$ cat src/hw/rtl/beat_cumulative_score_defines.svh
// Assertion macros for the beat cumulative score block.
// Used by the top level; expects clk and arst_n in scope.
`ifndef BEAT_CUMULATIVE_SCORE_DEFINES_SVH
`define BEAT_CUMULATIVE_SCORE_DEFINES_SVH

// The consequent must hold in the same cycle as the antecedent.
`define BCS_ASSERT_NOW(label, ante, cons, msg) \
	label: assert property (@(posedge clk) disable iff (!arst_n) (ante) |-> (cons)) \
		else $error(msg);

// The consequent must hold in the cycle after the antecedent.
`define BCS_ASSERT_NEXT(label, ante, cons, msg) \
	label: assert property (@(posedge clk) disable iff (!arst_n) (ante) |=> (cons)) \
		else $error(msg);

`endif

$ cat src/hw/rtl/bcs_pkg.sv
// Package for the beat cumulative score block: default sizes, reset values
// and the elaboration-time functions that build the transition weight table.
// Depends on nothing.
package bcs_pkg;

	localparam int DEF_HISTORY_DEPTH = 128;
	localparam int DEF_BEAT_PERIOD = 43;
	localparam int DEF_WEIGHT_SHARPNESS = 5;

	localparam logic [15:0] BLEND_RESET = 16'd58982;
	localparam logic [63:0] LN2_Q30 = 64'd744261118;

	// Integer log2 as Q16, fraction from repeated squaring of a Q30 mantissa.
	function automatic logic [31:0] log2_q16(input logic [31:0] x);
		logic [31:0] n;
		logic [31:0] frac;
		logic [63:0] m;
		n = 32'd0;
		frac = 32'd0;
		if (x == 32'd0) begin
			return 32'd0;
		end
		for (int i = 0; i < 31; i++) begin
			if ((x >> (n + 32'd1)) != 32'd0) begin
				n = n + 32'd1;
			end
		end
		m = ({32'd0, x} << 30) >> n;
		for (int i = 0; i < 16; i++) begin
			m = (m * m) >> 30;
			frac = frac << 1;
			if (m >= (64'd1 << 31)) begin
				frac = frac | 32'd1;
				m = m >> 1;
			end
		end
		return (n << 16) | frac;
	endfunction

	// exp(-e) for a Q16 argument, rounded to Q16 and saturated.
	function automatic logic [15:0] exp_neg_q16(input logic [63:0] e_q16);
		logic [63:0] eq30;
		logic [63:0] n;
		logic [63:0] r;
		logic [63:0] term;
		logic signed [63:0] sum;
		logic [63:0] v;
		eq30 = e_q16 << 14;
		n = eq30 / LN2_Q30;
		r = eq30 - n * LN2_Q30;
		term = 64'd1 << 30;
		sum = 64'sd1 <<< 30;
		if (n >= 64'd40) begin
			return 16'd0;
		end
		for (int i = 1; i <= 24; i++) begin
			term = ((term * r) >> 30) / 64'(i);
			if ((i % 2) == 1) begin
				sum = sum - $signed(term);
			end else begin
				sum = sum + $signed(term);
			end
		end
		if (sum < 0) begin
			sum = 64'sd0;
		end
		v = $unsigned(sum) >> n;
		v = (v + (64'd1 << 13)) >> 14;
		if (v > 64'd65535) begin
			v = 64'd65535;
		end
		return v[15:0];
	endfunction

	// Log-Gaussian transition weight for one lag, Q0.16.
	function automatic logic [15:0] weight_of(input int k, input int period, input int sharp);
		logic [31:0] lp;
		logic [31:0] lk;
		logic [31:0] d;
		logic [63:0] l;
		logic [63:0] x;
		logic [63:0] e;
		if (k == 0) begin
			return 16'd0;
		end
		lp = log2_q16(32'(period));
		lk = log2_q16(32'(k));
		d = (lk >= lp) ? (lk - lp) : (lp - lk);
		l = (64'(d) * LN2_Q30) >> 30;
		x = 64'(sharp) * l;
		e = (x * x) >> 17;
		return exp_neg_q16(e);
	endfunction

endpackage

$ cat src/hw/rtl/beat_cumulative_score.sv
// Beat-tracking cumulative score: one onset sample in, one score out.
// Depends on bcs_pkg and beat_cumulative_score_defines.svh.
//
//  channel  | signals                           | payload
//  ---------+-----------------------------------+---------------------------
//  input    | s_tvalid, s_tready, s_tdata[15:0] | onset_sample
//  output   | m_tvalid, m_tready, m_tdata[15:0] | cumulative_score
//  config   | cfg_valid, cfg_ready, cfg_data    | blend_factor (alpha, Q0.16)
//
// An accepted item scans each lag in the window (65 lags at the default beat
// period of 43), skipping lags with no written score yet, drains the product
// pipeline, then blends in MULA, MULB and SUM; no new sample is taken before IDLE.
// One registered 17x16 multiplier is shared by the lag scan and the blend.
// Reset sets alpha to 0.9; a fill count marks which lags hold written scores.
// A result still waiting on the output holds the next item in its last step.
`include "beat_cumulative_score_defines.svh"

module beat_cumulative_score #(
	parameter int HISTORY_DEPTH = bcs_pkg::DEF_HISTORY_DEPTH,
	parameter int BEAT_PERIOD = bcs_pkg::DEF_BEAT_PERIOD,
	parameter int WEIGHT_SHARPNESS = bcs_pkg::DEF_WEIGHT_SHARPNESS
) (
	input  logic        clk,
	input  logic        arst_n,
	input  logic        s_tvalid,
	output logic        s_tready,
	input  logic [15:0] s_tdata,   // [15:0] onset_sample
	output logic        m_tvalid,
	input  logic        m_tready,
	output logic [15:0] m_tdata,   // [15:0] cumulative_score
	input  logic        cfg_valid,
	output logic        cfg_ready,
	input  logic [15:0] cfg_data   // [15:0] blend_factor
);

	localparam int LO = (BEAT_PERIOD + 1) / 2;
	localparam int HI = (2 * BEAT_PERIOD < HISTORY_DEPTH) ? 2 * BEAT_PERIOD : HISTORY_DEPTH;
	localparam bit SCAN_EMPTY = (LO > HI);
	localparam int PW = $clog2(HISTORY_DEPTH);
	localparam int FW = $clog2(HISTORY_DEPTH + 1);
	localparam int KW = $clog2(HI + 1);
	localparam int AW = FW + 1;

	typedef enum logic [6:0] {
		ST_IDLE  = 7'b0000001,
		ST_SCAN  = 7'b0000010,
		ST_DRAIN = 7'b0000100,
		ST_MULA  = 7'b0001000,
		ST_MULB  = 7'b0010000,
		ST_SUM   = 7'b0100000,
		ST_DONE  = 7'b1000000
	} state_t;

	state_t        state_q;
	logic [15:0]   blend_q;
	logic [15:0]   sample_q;
	logic [KW-1:0] k_q;
	logic [PW-1:0] ptr_q;
	logic [FW-1:0] fill_q;
	logic [31:0]   best_q;
	logic [32:0]   acc_q;
	logic [15:0]   score_q;
	logic          m_tvalid_q;
	logic [15:0]   m_tdata_q;

	logic          v_s1;
	logic [15:0]   rd_s1;
	logic [15:0]   w_s1;
	logic          v_s2;
	logic [32:0]   prod_s2;

	logic [15:0]   hist_mem [HISTORY_DEPTH];
	logic [15:0]   wrom [HI + 1];

	logic [AW-1:0] addr_full;
	logic [PW-1:0] rd_addr;
	logic [16:0]   mul_a;
	logic [15:0]   mul_b;
	logic [33:0]   mix_sum;
	logic          out_free;
	logic          accept;

	for (genvar g = 0; g <= HI; g++) begin : g_wrom
		assign wrom[g] = bcs_pkg::weight_of(g, BEAT_PERIOD, WEIGHT_SHARPNESS);
	end

	assign s_tready  = (state_q == ST_IDLE);
	assign accept    = s_tvalid && s_tready;
	assign cfg_ready = 1'b1;
	assign m_tvalid  = m_tvalid_q;
	assign m_tdata   = m_tdata_q;
	assign out_free  = !m_tvalid_q || m_tready;

	always_comb begin
		if (AW'(ptr_q) >= AW'(k_q)) begin
			addr_full = AW'(ptr_q) - AW'(k_q);
		end else begin
			addr_full = AW'(ptr_q) + AW'(HISTORY_DEPTH) - AW'(k_q);
		end
		rd_addr = addr_full[PW-1:0];
	end

	always_comb begin
		case (state_q)
			ST_MULA: begin
				mul_a = 17'h10000 - {1'b0, blend_q};
				mul_b = sample_q;
			end
			ST_MULB: begin
				mul_a = {1'b0, blend_q};
				mul_b = best_q[31:16];
			end
			default: begin
				mul_a = {1'b0, rd_s1};
				mul_b = w_s1;
			end
		endcase
	end

	assign mix_sum = {1'b0, acc_q} + {1'b0, prod_s2} + 34'd32768;

	always_ff @(posedge clk) begin
		if (state_q == ST_DONE && out_free) begin
			hist_mem[ptr_q] <= score_q;
		end
		rd_s1 <= hist_mem[rd_addr];
		w_s1 <= wrom[k_q];
		prod_s2 <= 33'(mul_a) * 33'(mul_b);
	end

	always_ff @(posedge clk or negedge arst_n) begin
		if (!arst_n) begin
			state_q <= ST_IDLE;
			blend_q <= bcs_pkg::BLEND_RESET;
			ptr_q <= '0;
			fill_q <= '0;
			v_s1 <= 1'b0;
			v_s2 <= 1'b0;
			m_tvalid_q <= 1'b0;
		end else begin
			if (cfg_valid && cfg_ready) begin
				blend_q <= cfg_data;
			end
			v_s1 <= (state_q == ST_SCAN) && (FW'(k_q) <= fill_q);
			v_s2 <= v_s1;
			if (state_q == ST_DONE && out_free) begin
				m_tvalid_q <= 1'b1;
			end else if (m_tready) begin
				m_tvalid_q <= 1'b0;
			end
			case (state_q)
				ST_IDLE: begin
					if (accept) begin
						state_q <= SCAN_EMPTY ? ST_DRAIN : ST_SCAN;
					end
				end
				ST_SCAN: begin
					if (k_q == KW'(HI)) begin
						state_q <= ST_DRAIN;
					end
				end
				ST_DRAIN: begin
					if (!v_s1 && !v_s2) begin
						state_q <= ST_MULA;
					end
				end
				ST_MULA: begin
					state_q <= ST_MULB;
				end
				ST_MULB: begin
					state_q <= ST_SUM;
				end
				ST_SUM: begin
					state_q <= ST_DONE;
				end
				ST_DONE: begin
					if (out_free) begin
						ptr_q <= (ptr_q == PW'(HISTORY_DEPTH - 1)) ? '0 : ptr_q + 1'b1;
						if (fill_q != FW'(HISTORY_DEPTH)) begin
							fill_q <= fill_q + 1'b1;
						end
						state_q <= ST_IDLE;
					end
				end
				default: begin
					state_q <= ST_IDLE;
				end
			endcase
		end
	end

	always_ff @(posedge clk) begin
		if (accept) begin
			sample_q <= s_tdata;
			k_q <= KW'(LO);
			best_q <= '0;
		end else begin
			if (state_q == ST_SCAN && k_q != KW'(HI)) begin
				k_q <= k_q + 1'b1;
			end
			if (v_s2 && prod_s2[31:0] > best_q) begin
				best_q <= prod_s2[31:0];
			end
		end
		if (state_q == ST_MULB) begin
			acc_q <= prod_s2;
		end
		if (state_q == ST_SUM) begin
			score_q <= (mix_sum[33:32] != 2'b00) ? 16'hFFFF : mix_sum[31:16];
		end
		if (state_q == ST_DONE && out_free) begin
			m_tdata_q <= score_q;
		end
	end

	`BCS_ASSERT_NEXT(a_busy_after_accept, accept, !s_tready, "input taken again while busy")
	`BCS_ASSERT_NOW(a_scan_only_in_scan, v_s2, (state_q == ST_SCAN) || (state_q == ST_DRAIN), "lag product outside the scan")
	`BCS_ASSERT_NEXT(a_ptr_moves, (state_q == ST_DONE) && out_free, (ptr_q != $past(ptr_q)) && m_tvalid, "history pointer or output not updated on completion")

endmodule
$ cat config.mk
export PLATFORM = sky130hd
export DESIGN_NAME = beat_cumulative_score
export DESIGN_NICKNAME = d
export VERILOG_FILES = /design/src/hw/rtl/bcs_pkg.sv /design/src/hw/rtl/beat_cumulative_score.sv
export VERILOG_INCLUDE_DIRS = /design/src /design/src/hw/rtl
export SDC_FILE = /design/constraint.sdc
export NUM_CORES = 2
export LEC_CHECK = 0
export BUFFER_PORTS_ARGS = -buffer_cell sky130_fd_sc_hd__buf_2
export CAP_MARGIN = 20
export CORE_MARGIN = 3
export CORE_UTILIZATION = 50
export CTS_CLUSTER_DIAMETER = 200
export DETAILED_ROUTE_END_ITERATION = 10
export GPL_ROUTABILITY_DRIVEN = 0
export HOLD_SLACK_MARGIN = 0.08
export PLACE_DENSITY = 0.65
export SYNTH_ARGS = -nofsm -noshare
export SYNTH_HDL_FRONTEND = slang
export SYNTH_SLANG_ARGS = --single-unit
$ cat constraint.sdc
create_clock -name clk -period 8.9 [get_ports clk]
set_input_delay 0.445 -clock clk [delete_from_list [all_inputs] [get_ports clk]]
set_output_delay 0.445 -clock clk [all_outputs]
set_load 0.02 [all_outputs]
==> results by group <==
Clock tree
  – Clk sinks: 2274
  – H-tree depth: 4
  – CTS root buf: clkbuf_16
  – TritonCTS Buffers: 222
  – CTS tree: yes
  – Clock Tree Buf Depth: 3
  – Clock transition at path regs: around 60 ps
  – Worst-Skew Late Latency: a little under 900 ps
  – Post-CTS Setup Repair Bufs: 0

GRT
  – Number of global-route vias before repair: 52223
  – First-pass GRT wire length: 361 mm
  – Initial antenna violation count: 8
  – GRT overflow: 0
  – GRT Total Usage: approximately a quarter
  – Pin count of the biggest net entering global routing: 138

STA
  – Min Tclk post-route: ~8400 ps
  – Worst Skew: 53.1 ps
  – Final Cycle Share: 94.9%
  – RSZ-0062 raised after global routing: false
  – Final setup fails: 0
  – Hold Slack: 181 ps
  – Slew @ Worst Pin: 1150 ps
  – Setup TNS: 0 ps
  – Worst slew margin: 23.1%
  – Hold Violations, Final: 0
  – Achievable clock frequency: 118 MHz
  – Final slew viol count: 0

Setup path
  – Worst reg-to-reg path cell count: 25
  – Req. time, crit path: ~9700 ps
  – R2r startpoint: blend_q[8]$_DFFE_PN0P_
  – Crit path max fanout: 5
  – Setup crit start kind: register
  – Crit path from: blend_q[8]$_DFFE_PN0P_
  – Reg2reg setup slack: 450 ps
  – Worst setup EP type: register
  – Critical Path AT: between 9000 and 10000 ps
  – Crit Reg-Reg Endpoint: prod_s2[31]$_DFF_P_
  – CP Class: register to register

Status
  – Status: finished, final reports clean

Routing
  – Starting DRT DRC Count: ~6300
  – TritonRoute pass-1 iters: 6
  – WL final: 244 mm
  – DRC: 0
  – Detail Route Antenna Nets: 0
  – Mean number of vias per cell: 6.10
  – Vias: 52477
  – DR WL/cell: 28.4 um

Synthesis
  – Post-synth EDFFs: 2129
  – Mapped Nets: 5974
  – FFs w/ async S/R, synth: 1.80%
  – Syn Inst Count: 5496
  – Post-synth top flop: edfxtp_1
  – Synth warnings: 0
  – Mapped Area: 99200 um2
  – Register area share after synthesis: 67.6%
  – Distinct cell type count after synthesis: 84
  – Yosys reg bits: between 2000 and 2500
  – Mapped Avg Cell Area: between 15 and 20 um2

Finish
  – Share of cells above drive strength 1: 22.4%
  – Commonest non-fill, non-tap cell in the layout: edfxtp_1
  – Nets: 6260
  – Fill cell count: 14786
  – Final instance area: roughly 110000 um2
  – P&R area growth vs syn: 12.3%
  – Most frequent cells in the layout: edfxtp_1 (2129), mux4_2 (642), nor2_1 (371), nand2_1 (368), inv_1 (320)

Floorplan
  – Initial Util: 50.6%
  – I/O pins: 56
  – DIE AREA: 204000 um2
  – Die extent in y: about 450 um
  – FP Rows: 162
  – Core Footprint: 196000 um2
  – Die width: between 400 and 500 um

Placement
  – Port Buffers: 54
  – Dpl cell area: 104000 um2
  – Post-DP HPWL: 150 mm

Job
  – Max Cap Violations: 0

Worst hold path
  – Worst hold path depth: 2
  – Hold Path Origin: cfg_valid
  – Hold/Removal Path Class: input port to register
  – Endpoint, Worst Hold: blend_q[1]$_DFFE_PN1P_
[routing by layer]
metal	GRT usage [%]	wire length, um
met1	36.6	104000
met2	35.8	111000
met5	0	0
met4	8.46	8920
met3	4.32	19800
[worst max path at each step]
stage | to | slack (ps) | cells past startpoint
floorplan | prod_s2[30]$_DFF_P_ | 1170 | 26
global placement | prod_s2[30]$_DFF_P_ | 810 | 25
detailed placement | prod_s2[31]$_DFF_P_ | 590 | 25
CTS | prod_s2[31]$_DFF_P_ | 540 | 25
global route | prod_s2[31]$_DFF_P_ | 110 | 27
finish | prod_s2[31]$_DFF_P_ | 450 | 25
[final cells by class]
class	instances	area [um2]	area share, %
Tap cell	2624	3280	2.95
Inverter	323	1210	1.09
Multi-Input combinational cell	2636	30000	27.0
Antenna cell	1	2.50	0.00225
Sequential cell	2274	67100	60.2
Clock buffer	267	5790	5.20
Clock inverter	147	1440	1.30
Timing Repair Buffer	325	2530	2.28
[sequential cells by signal (all words and copies together), names as in the netlist, 8 cells and up]
signal	cells
rd_s1	16
score_q	16
blend_q	16
hist_mem	2048
w_s1	16
prod_s2	33
fill_q	8
best_q	32
m_tdata	16
sample_q	16
acc_q	33
[Yosys cell counts (64+ instances only)]
cell	instances	area, um2
edfxtp_1	2129	63900
buf_1	64	240
o21ai_0	85	425
ha_1	232	2900
dfxtp_1	104	2080
nor2_1	391	1470
inv_1	322	1210
fa_1	209	4180
clkbuf_1	195	732
nand3_1	111	556
a21oi_1	111	556
mux4_2	642	14500
nand2_1	368	1380
[stage by stage]
| step | std cells | util, % | worst slack, ps |
|---|---|---|---|
| 6_report | 8597 | 56.8 | 454 |
| 5_1_grt | 8597 | 56.8 | 110 |
| 4_1_cts | 8594 | 56.8 | 536 |
| 3_5_place_dp | 8145 | 52.9 | 589 |
| 3_3_place_gp | 8143 | 52.9 | 807 |
| 2_1_floorplan | 5496 | - | 1170 |
[worst max-delay path, cell delays in order, from the launching register on]
cell       delay [ps]
dfrtp_1           420
or4_4             530
or4_4             530
or3_1             380
or3_4             370
o21ai_0           160
nand2_1            90
o311ai_1          170
nand2_1           160
fa_1              530
fa_1              520
fa_1              520
inv_1              50
fa_1              500
fa_1              490
inv_1              50
fa_1              470
inv_1              40
ha_1              340
a2111oi_0         470
o21ai_0           420
nand3b_1          240
a31oi_1           190
a41o_1            310
o31ai_1           270
xnor2_1           150
[cell families after synthesis]
kind of cell,share of synthesized area (%)
compound gates,2.70
xor+xnor,0.645
fa+ha+maj,7.15
buf+inv,2.23
flops,67.6
mux,15.2
other cells,0.00378
simple gates,4.48
[repair_timing]
item,CTS,global route
hold buffers,35,0
gates resized for setup,0,1
setup endpoints to repair,0,2
endpoints found under the hold margin,75,0
Power is not shown: default switching activity piles up to over one toggle a cycle in this logic, so the estimate is an artifact.
